$ cat src/rtl/core/label_histogram_ranker_assert.svh
// Assertion macros for the label histogram ranker.
// Used by modules that check their own control logic; needs clock and reset in scope.
`ifndef LABEL_HISTOGRAM_RANKER_ASSERT_SVH
`define LABEL_HISTOGRAM_RANKER_ASSERT_SVH

// Check a property on every rising clock edge outside reset.
`define LHR_ASSERT(name, prop, msg) \
   name: assert property (@(posedge clock) disable iff (reset) prop) else $error(msg);

// Check that a condition holds in the cycle after a trigger.
`define LHR_ASSERT_NEXT(name, trig, cond, msg) \
   `LHR_ASSERT(name, (trig) |=> (cond), msg)

`endif

$ cat src/rtl/core/lhr_pkg.sv
// Shared types and constants of the label histogram ranker.
// No dependencies.
package lhr_pkg;

   localparam int NUM_LABELS_DEF = 64;
   localparam int PIXEL_BITS_DEF = 40;
   localparam int SCENE_BITS_DEF = 24;
   localparam int AVG_BITS       = 48;
   localparam int FRAC_BITS      = 8;
   localparam int QUEUE_DEPTH    = 4;

   localparam logic [2:0] OP_PIXEL     = 3'd0;
   localparam logic [2:0] OP_END_SCENE = 3'd1;
   localparam logic [2:0] OP_START     = 3'd2;
   localparam logic [2:0] OP_FINISH    = 3'd3;
   localparam logic [2:0] OP_QUERY     = 3'd4;
   localparam logic [2:0] OP_RANK      = 3'd5;

   localparam logic [1:0] KEY_AVG   = 2'd0;
   localparam logic [1:0] KEY_SCENE = 2'd1;
   localparam logic [1:0] KEY_PIXEL = 2'd2;

   typedef struct packed {
      logic [2:0] op;
      logic [5:0] label;
      logic [1:0] sort_key;
      logic       ascending;
      logic [6:0] top_count;
   } req_type;

   typedef struct packed {
      logic [5:0]  label_out;
      logic [39:0] pixel_total;
      logic [23:0] scene_total;
      logic [47:0] avg_pixels;
      logic        ready_res;
      logic        last;
   } rsp_type;

   typedef struct packed {
      logic [2:0] op;
      logic [5:0] label;
      logic       label_ok;
      logic [1:0] sort_key;
      logic       ascending;
      logic [6:0] top;
   } cmd_type;

   typedef struct packed {
      logic full;
      logic not_empty;
   } q_stat_type;

   typedef struct packed {
      logic busy;
      logic done;
   } div_stat_type;

endpackage

$ cat src/rtl/core/lhr_queue.sv
// Short command queue between front and back end.
// Depends on lhr_pkg.
module lhr_queue (
   input  logic                clock,
   input  logic                reset,
   input  logic                push,
   input  lhr_pkg::cmd_type    push_data,
   input  logic                pop,
   output lhr_pkg::q_stat_type q_stat,
   output lhr_pkg::cmd_type    head
);
   import lhr_pkg::*;

   localparam int QP = $clog2(QUEUE_DEPTH);
   localparam int QC = $clog2(QUEUE_DEPTH + 1);

   cmd_type         qmem_ff [QUEUE_DEPTH];
   logic [QP-1:0]   wr_ptr_ff, wr_ptr_in;
   logic [QP-1:0]   rd_ptr_ff, rd_ptr_in;
   logic [QC-1:0]   cnt_ff, cnt_in;

   assign q_stat.full      = (cnt_ff == QC'(QUEUE_DEPTH));
   assign q_stat.not_empty = (cnt_ff != '0);
   assign head             = qmem_ff[rd_ptr_ff];

   always_comb begin
      wr_ptr_in = push ? QP'(wr_ptr_ff + 1'b1) : wr_ptr_ff;
      rd_ptr_in = pop  ? QP'(rd_ptr_ff + 1'b1) : rd_ptr_ff;
      cnt_in    = cnt_ff;
      if (push && !pop) begin
         cnt_in = QC'(cnt_ff + 1'b1);
      end else if (pop && !push) begin
         cnt_in = QC'(cnt_ff - 1'b1);
      end
   end

   always_ff @(posedge clock) begin
      if (push) begin
         qmem_ff[wr_ptr_ff] <= push_data;
      end
   end

   always_ff @(posedge clock) begin
      if (reset) begin
         wr_ptr_ff <= '0;
         rd_ptr_ff <= '0;
         cnt_ff    <= '0;
      end else begin
         wr_ptr_ff <= wr_ptr_in;
         rd_ptr_ff <= rd_ptr_in;
         cnt_ff    <= cnt_in;
      end
   end

endmodule

$ cat config.mk
export PLATFORM = sky130hd
export DESIGN_NAME = lhr_queue
export DESIGN_NICKNAME = d
export VERILOG_FILES = /design/src/rtl/core/label_histogram_ranker_assert.svh /design/src/rtl/core/lhr_pkg.sv /design/src/rtl/core/lhr_queue.sv
export SDC_FILE = /design/constraint.sdc
export NUM_CORES = 1
export LEC_CHECK = 0
export ABC_AREA = 1
export BUFFER_PORTS_ARGS = -buffer_cell sky130_fd_sc_hd__buf_2
export CAP_MARGIN = 10
export CORE_MARGIN = 5
export CORE_UTILIZATION = 35
export CTS_BUF_LIST = sky130_fd_sc_hd__clkbuf_16
export DETAILED_ROUTE_END_ITERATION = 10
export GPL_TIMING_DRIVEN = 0
export SLEW_MARGIN = 0
export SYNTH_ARGS = -nofsm -noshare
export SYNTH_HDL_FRONTEND = slang
export SYNTH_SLANG_ARGS = --single-unit
$ cat constraint.sdc
create_clock -name clock -period 1.6 [get_ports clock]
set_input_delay 0.32 -clock clock [delete_from_list [all_inputs] [get_ports clock]]
set_output_delay 0.32 -clock clock [all_outputs]
set_load 0.02 [all_outputs]
==> run metrics, run 1 <==
CTS tree yes; hold depth 2; number of diodes 0; initial antenna violation count 0; crit-path max cell delay about 0.38 ns; Top Ports 46; Seq cells post-synth 89; worst-path fanout max 10; Initial Utilization 35.3%; Synth Cell Area roughly 0.0034 sq mm; P&R area growth vs syn 29.9%; Max Clock Freq 595 MHz; residual DRC count 0; Unique masters post-synth 18; top-area cell type share of the netlist area between 70% and 80%; Worst VDD drop 682 uV; Total Power around 5800 uW; endpoint class of the critical path output pin; clock latency reported for the late side of the worst-skew pair 0.34 ns; min setup slack post-route -0.0819 ns; CP max-delay cell dfxtp_4; Critical R2R Capture qmem_ff[2][11]$_DFFE_PP_; area leader, netlist edfxtp_1; outcome complete, but fails checks; r2r setup slk approximately 0.1 ns; Hold-fix buffers, CTS 0; Die Ht 108 microns; placed insts 431; Max Cap Violations 0; Worst-path clk slew 0.06 ns; die area 0.0117 sq mm; Rows 36; r2r startpoint wr_ptr_ff[0]$_SDFFE_PP0P_; Synth warnings 0; Slew HR 64.4%; routed wire length 7230 microns; delay-heaviest family, CP buffers and inverters; final slew viol count 0; first-pass GRT wire length approximately 11000 microns; Final min period 1.68 ns; core area 0.00959 sq mm; Layout fillers 856; RSZ-0062 raised after global routing true; die width 108 microns; synth top area cells edfxtp_1, o21ai_1, dfxtp_1; CTS sink cnt 89; Final Hold Vio Count 0; Setup CP Type flop to output pin; pwr dens 1320 mW/mm^2; routability cong. 0.732; Post-Syn Nets 283; total CTS buffers 9; WL per Instance 16.0 microns; # port buffers 45; post-synthesis sequential area ratio 76.2%; starting DRC count in detailed routing between 90 and 100; Layout Skew roughly 0.0054 ns; post-route ant nets 0; H-Tree Depth 3; Root Driver clkbuf_16; final hold slack ~0.14 ns; Nets approximately 340; Worst R2R Path Depth 4; failing checks negative setup slack; Max clock buf depth 2; via-per-instance ratio 4.68; worst-path cell chain inv_6 -> buf_8 -> nor2_1 -> o22ai_1 -> buf_4; startpoint types flop; final setup vio count 20; Hold Crit Class input port to flop; hpwl dp 4200 microns; Worst Max-Slew Pin Slew 0.532 ns; Syn Inst Count about 250; largest net degree at the start of global routing 21; ratio of cells with drive above 1 in the final layout 28.8%; vias in the first global route 2135; total gr overflow 0; Buf/Inv on CP 3; setup TNS -0.958 ns; GRT Total Usage 12.8%; Pre-antenna DRT Iters 4; placed inst area 0.00378 sq mm; design area between 0.004 and 0.005 sq mm; via count roughly 2100; syn_area_per_cell around 13 sq um; leakage between 0.0015 and 0.002 uW; CP Data Required Time 1.28 ns; hold path endpoint cnt_ff[0]$_SDFFE_PP0P_; fin cells 452; final period utilization 105%; arrival time at the worst endpoint 1.36 ns; Hold Path Origin reset
==> timing repair <==
| action | 4_1_cts | 5_1_grt |
|---|---|---|
| pin swaps | 4 | 2 |
| hold endpoints to repair | 0 | 0 |
| cloned | 2 | 1 |
| resized for setup | 64 | 7 |
| setup endpoints to repair | 100 | 51 |
| setup buffers | 0 | 2 |
==> state kept, by name, indices dropped and copies added (netlist names), named ones only <==
register   flops
qmem_ff       80
cnt_ff         3
rd_ptr_ff      2
wr_ptr_ff      2
==> stage by stage <==
step	util, %	setup WS [ns]
detailed placement	39.4	-0.127
CTS	45.2	-0.109
floorplan	-	0.232
finish	45.9	-0.0819
global placement	39.4	-0.102
global route	45.9	-0.156
==> routing by layer <==
metal	up-vias	wire (microns)	global-route usage, %
li1	1042	-	-
met1	991	2960	15.2
met2	66	3560	20.7
met3	17	520	4.06
met4	0	189	6.94
met5	-	0	0
==> report_power, final <==
part           switching [uW]  internal (uW)
Combinational             423            277
Sequential               41.5           2650
Clock                     885           1540
==> worst reg2reg max path: stages (launching register included) <==
cell        delay (ns)
dfxtp_1           0.36
inv_1             0.10
ha_1              0.20
nand2_1           0.20
clkinvlp_4        0.32
==> worst max path at each step <==
stage,start,endpoint,cells past startpoint
global placement,wr_ptr_ff[0]$_SDFFE_PP0P_,qmem_ff[0][14]$_DFFE_PP_,4
CTS,flop,head[7],4
detailed placement,wr_ptr_ff[0]$_SDFFE_PP0P_,qmem_ff[2][5]$_DFFE_PP_,4
finish,flop,head[10],5
global route,flop,head[3],4
floorplan,wr_ptr_ff[0]$_SDFFE_PP0P_,qmem_ff[2][0]$_DFFE_PP_,4
==> cells in the final DEF, fill, tap and decap left out, types with 7 or more instances in the layout <==
cell type,instances
dfxtp_1,7
clkinvlp_4,8
clkbuf_16,9
o22ai_1,16
buf_4,20
o21ai_1,40
nand2_1,10
buf_2,25
nor2_1,45
inv_1,11
edfxtp_1,80
==> area by class of cell <==
class                           instances  area [sq um]  share of cell area, %
Clock buffer                            9           225                   5.12
Inverter                               17          83.8                   1.90
Sequential cell                        89          2590                   58.8
Buffer                                 12           150                   3.41
Multi-Input combinational cell        135           717                   16.3
Tap cell                              133           166                   3.78
Timing Repair Buffer                   47           323                   7.33
Timing Repair inverter                  3          22.5                  0.512
Clock inverter                          7           126                   2.87
==> cell families after synthesis <==
family | after synthesis | synth area share (%)
flip-flops | 89 | 76.2
AO/OA/AOI/OAI | 68 | 10.8
AND/OR/NAND/NOR | 60 | 6.79
buffers and inverters | 29 | 3.51
adder cells (fa/ha/maj) | 6 | 2.44
XOR/XNOR | 1 | 0.259
==> synth_stat cells <==
cell type  number
edfxtp_1       80
nor2_1         47
o21ai_1        40
o22ai_1        20
inv_1          16
nand2_1        10
dfxtp_1         9
buf_2           8
ha_1            5
o21ai_0         5
clkbuf_1        4
a21oi_1         3
fa_1            1
inv_2           1
nand3_1         1
nand4_1         1
nor3_1          1
xor2_1          1
Power figures use the tool's default switching activity.
==> run 2: changes to the inputs <==
Clock period 1.6 ns to 2.1 ns, I/O delays scaled along.
==> run 2 against run 1 <==
Compared with the run above:
- the run now ends clean
- cell count down 1.1%
- clock-buffer cell count unchanged
- global-route usage down 0.47 points
- sequential share of layout area up 3.6 points
- non-clock buffer count down 2
- design area down 6.0%
- flip-flop and latch count unchanged
- first-iteration DRC count down 20%
- clock skew about the same
==> run metrics, run 2 (synthesized netlist as in run 1, its figures left out) <==
outcome completed; Worst R2R Path Depth 4; leakage 0.00155 uW; via count 2061; die width 108 microns; Slew HR ~37%; Pre-antenna DRT Iters 4; placed insts 431; vias in the first global route 2070; DP Worst Slack 0.349 ns; post-route ant nets 0; startpoint types flop; Initial Utilization a little over a third; final period utilization 92.4%; RSZ-0062 raised after global routing false; via-per-instance ratio 4.61; initial antenna violation count 0; Max Cap Violations 0; WL per Instance between 15 and 20 microns; most common cell after layout, fill and taps aside edfxtp_1; hpwl dp 4200 microns; routability cong. 0.732; clock latency reported for the late side of the worst-skew pair around 0.34 ns; post-CTS sizing 3; Setup CP Type flop to output pin; CTS sink cnt 89; Top Ports 46; ratio of cells with drive above 1 in the final layout 23.6%; H-Tree Depth 3; worst-path fanout max 10; Largest Register qmem_ff; Worst Max-Slew Pin Slew 0.949 ns; largest registers qmem_ff: 80 flops, cnt_ff: 3 flops; setup TNS 0 ns; Rows 36; Layout Skew between 0.005 and 0.006 ns; pwr dens 1050 mW/mm^2; GRT Total Usage 12.3%; total CTS buffers 9; Hold-fix buffers, CTS 0; Max Clock Freq 516 MHz; final setup vio count 0; hold path endpoint cnt_ff[0]$_SDFFE_PP0P_; Post-CTS Setup Inserts 0; total gr overflow 0; residual DRC count 0; endpoint class of the critical path output pin; Largest register FFs 80; starting DRC count in detailed routing 78; fin cells 447; r2r setup slk 0.39 ns; Final Hold Vio Count 0; most frequent cells in the layout edfxtp_1, buf_2, nor2_1; Hold Path Origin reset; Die Ht about 110 microns; CP Data Required Time 1.68 ns; P&R area growth vs syn 22.1%; Root Driver clkbuf_16; Hold Crit Class input port to flop; die area 0.0117 sq mm; arrival time at the worst endpoint 1.52 ns; Max clock buf depth 2; Critical R2R Capture qmem_ff[0][5]$_DFFE_PP_; number of diodes 0; routed wire length 6860 microns; core area 0.00959 sq mm; min setup slack post-route roughly 0.16 ns; Nets roughly 340; CTS tree yes; largest net degree at the start of global routing 21; # port buffers 45; hold depth 2; r2r startpoint wr_ptr_ff[0]$_SDFFE_PP0P_; first-pass GRT wire length ~11000 microns; Worst-path clk slew 0.06 ns; Final min period 1.94 ns; final slew viol count 0; Worst VDD drop 509 uV
run 2: cell count changes in the layout (fill, tap and decap cells not counted), sizes merged:
cell	previous run	this run
buf	56	53
inv	15	19
clkbuf	12	13
clkinvlp	8	1
run 2: how the worst max path moves through the flow:
stage / slack, ns / from / cells past startpoint / endpoint
after global placement: 0.37 / flop / 5 / head[6]
after global routing: 0.05 / flop / 5 / head[11]
final: 0.16 / flop / 4 / head[6]
after CTS: 0.004 / flop / 4 / head[11]
after detailed placement: 0.35 / push / 3 / qmem_ff[3][14]$_DFFE_PP_
after floorplan: 0.66 / flop / 4 / head[0]
run 2: power by group:
part	internal (uW)	switching, uW
Clock	1180	679
Combinational	137	299
Sequential	2020	28.8
Total	3330	1010
run 2: final cells by class:
| class | instances | area, sq um |
|---|---|---|
| plain buffers | 12 | 60.1 |
| fillers | 886 | 5460 |
| flip-flops and latches | 89 | 2580 |
| clock inverters | 7 | 126 |
| multi-input cells | 135 | 687 |
| clock buffers | 9 | 225 |
| inverters | 17 | 63.8 |
| well taps | 133 | 166 |
| repair buffers | 45 | 225 |
run 2: metal layers:
metal	track usage, %	up-vias	share of wire, %
met5	0	-	0
met4	5.68	0	1.2
met2	20.3	51	50
met1	14.7	971	42
li1	-	1030	-
met3	4.06	9	7.3
run 2: metrics by stage:
step           util [%]  cell area, sq um  total power [uW]  hold slack, ns
4_1_cts            43.1              4140              4370           0.232
2_1_floorplan         -              3390              2350           0.412
5_1_grt            43.1              4140              4500           0.237
3_3_place_gp       39.4              3780              2520           0.431
3_5_place_dp       39.4              3780              2530           0.432
6_report           43.1              4140              4340           0.241
run 2: critical path, stage by stage (launching register included):
cell	delay (ns)
dfxtp_1	0.40
buf_2	0.27
o21ai_1	0.10
o22ai_1	0.21
buf_2	0.21
==> run 3: changes to the inputs <==
Settings changed: ABC_AREA 1 to default, CORE_MARGIN 5 to default, SLEW_MARGIN 0 to 25.
==> run 3 against run 2 <==
Compared with the run above:
- clock-buffer cell count did not move
- sequential share of layout area rose by 2.3 points
- worst hold slack improved by 0.053 ns
- routed wire length fell by 21%
- global-route usage fell by 0.28 points
- cell count fell by 28%
- clock skew rose by 0.0025 ns
- non-clock buffer count fell by 7
- synthesized area fell by 2.1%
- sequential power barely moved
- power fell by 5.5%
- critical path type unchanged
- largest cell class unchanged
- largest power group unchanged
==> run metrics, run 3 <==
Largest Register qmem_ff; vias in the first global route 1560; arrival time at the worst endpoint 1.60 ns; Die Ht slightly below 100 microns; WL per Instance 16.9 microns; final period utilization 96.3%; Synth warnings 0; via-per-instance ratio around 4.8; total CTS buffers 9; clock power share 38.6%; Hold Crit Class input port to flop; Unique masters post-synth 19; hold depth 1; Max Clock Freq 495 MHz; # port buffers 44; Rows 35; Final Hold Vio Count 0; Syn Inst Count between 100 and 150; total gr overflow 0; ratio of cells with drive above 1 in the final layout 42.1%; placed insts 304; Seq cells post-synth roughly 90; post-CTS sizing 0; share of power burned in registers 50.3%; CTS tree yes; post-route ant nets 0; top-area cell type share of the netlist area approximately 72%; synth top area cells edfxtp_1, mux4_2, dfxtp_1; r2r setup slk 0.59 ns; Worst VDD drop roughly 580 uV; RSZ-0062 raised after global routing true; CTS sink cnt 89; area leader, netlist edfxtp_1; hold path endpoint qmem_ff[3][1]$_DFFE_PP_; die width 99.3 microns; die area 0.00987 sq mm; P&R area growth vs syn 20.4%; sw power between 900 and 1000 uW; Largest register FFs 80; Post-CTS Setup Inserts 0; worst-path fanout max 10; Worst-path clk slew 0.07 ns; Max Cap Violations 0; via count 1522; hpwl dp between 3000 and 4000 microns; final setup vio count 0; most common library cells after synthesis edfxtp_1, mux4_2, dfxtp_1, nor2_1, ha_1; most common cell after layout, fill and taps aside edfxtp_1; CP max-delay cell mux4_2; Synth Cell Area 0.00332 sq mm; Slew HR about three fifths; Hold-fix buffers, CTS 0; core area 0.00920 sq mm; Power Internal 3160 uW; starting DRC count in detailed routing 38; routed wire length 5410 microns; Worst Max-Slew Pin Slew 0.570 ns; number of diodes 0; startpoint types flop; routability cong. 0.646; Top Ports 46; most frequent cells in the layout edfxtp_1, buf_2, mux4_2; Final Util a little over two fifths; Post-Syn Nets 178; GRT Total Usage between 10% and 20%; outcome completed; H-Tree Depth 3; endpoint class of the critical path output pin; syn_area_per_cell 22.4 sq um; leakage 0.00140 uW; Post-synth EDFFs 80; Critical R2R Capture qmem_ff[0][16]$_DFFE_PP_; Logic pwr share between 10% and 20%; final slew viol count 0; pwr dens 1030 mW/mm^2; post-synthesis sequential area ratio 77.9%; residual DRC count 0; fin cells 320; Root Driver clkbuf_16; Setup CP Type flop to output pin; largest registers qmem_ff: 80 flops, cnt_ff: 3 flops; r2r startpoint wr_ptr_ff[0]$_SDFFE_PP0P_; worst-path cell chain buf_6 -> mux4_2 -> buf_2; largest net degree at the start of global routing 21; Worst R2R Path Depth 4; crit-path max cell delay between 0.5 and 0.6 ns; clock latency reported for the late side of the worst-skew pair 0.34 ns; CP Data Required Time 1.68 ns; Layout Skew 0.00770 ns; most common cell in the netlist edfxtp_1; Max clock buf depth 2; first-pass GRT wire length 8360 microns; ys async rst share 0%; Pre-antenna DRT Iters 4; sw frac 23.0%; Hold Path Origin push_data[1]; Synth Flop Type edfxtp_1; initial antenna violation count 0; Initial Utilization 36.1%; Nets approximately 230; Final min period 2.02 ns
-- run 3: worst max path at each step --
stage                     from                       end  slack [ns]  depth (start not counted)
after floorplan            pop    cnt_ff[2]$_SDFFE_PP0P_        0.42                          7
after global placement    push  qmem_ff[1][15]$_DFFE_PP_        0.20                          2
after detailed placement  push  qmem_ff[2][15]$_DFFE_PP_        0.19                          2
after CTS                 flop                   head[2]        0.05                          3
after global routing      flop                  head[16]      -0.005                          3
final                     flop                  head[16]        0.08                          3
-- run 3: area by class of cell --
cell class / instances / area (sq um)
clock inverters: 7 / 77.6
well taps: 111 / 139
repair buffers: 45 / 231
clock buffers: 9 / 225
multi-input cells: 50 / 686
fillers: 803 / 5200
inverters: 4 / 15.0
plain buffers: 5 / 36.3
flip-flops and latches: 89 / 2580
-- run 3: logic make-up (layout without fill, tap and decap cells) --
kind of cell,after synthesis,count (layout),synth area share (%)
muxes,22,22,14.2
xor gates and xnor gates,5,5,1.32
and+or+nand+nor,15,15,2.26
adders and majority gates,6,6,2.49
DFF,89,89,77.9
AOI/OAI and AO/OA,2,2,0.302
buffers and inverters,9,70,1.55
-- run 3: power by group through the flow --
stage	combinational, uW	clock [uW]	sequential [uW]
floorplan	312	0	2090
global placement	455	0	2100
detailed placement	466	0	2100
CTS	467	1620	2060
global route	496	1700	2070
finish	455	1580	2060
-- run 3: metrics by stage --
step | hold WS, ns | TNS (ns) | instance area [sq um] | worst slack, ns | power (uW)
after floorplan | 0.461 | 0 | 3320 | 0.420 | 2400
after global placement | 0.477 | 0 | 3670 | 0.201 | 2550
after detailed placement | 0.491 | 0 | 3690 | 0.195 | 2570
after CTS | 0.285 | 0 | 3990 | 0.0489 | 4150
after global routing | 0.286 | -0.00496 | 3990 | -0.00496 | 4260
final | 0.295 | 0 | 3990 | 0.0784 | 4100
-- run 3: worst max-delay path, delay by kind of cell, from the launching register on --
family | cells | cell delay (ns)
buffers and inverters | 2 | 0.38
flip-flops | 1 | 0.35
multiplexers | 1 | 0.53
-- run 3: layer usage --
layer	global-route usage (%)	vias up	routed length, microns
met2	20.5	38	2840
li1	-	704	-
met1	13.3	771	2190
met5	0	-	0
met3	4.85	9	280
met4	5.43	0	93
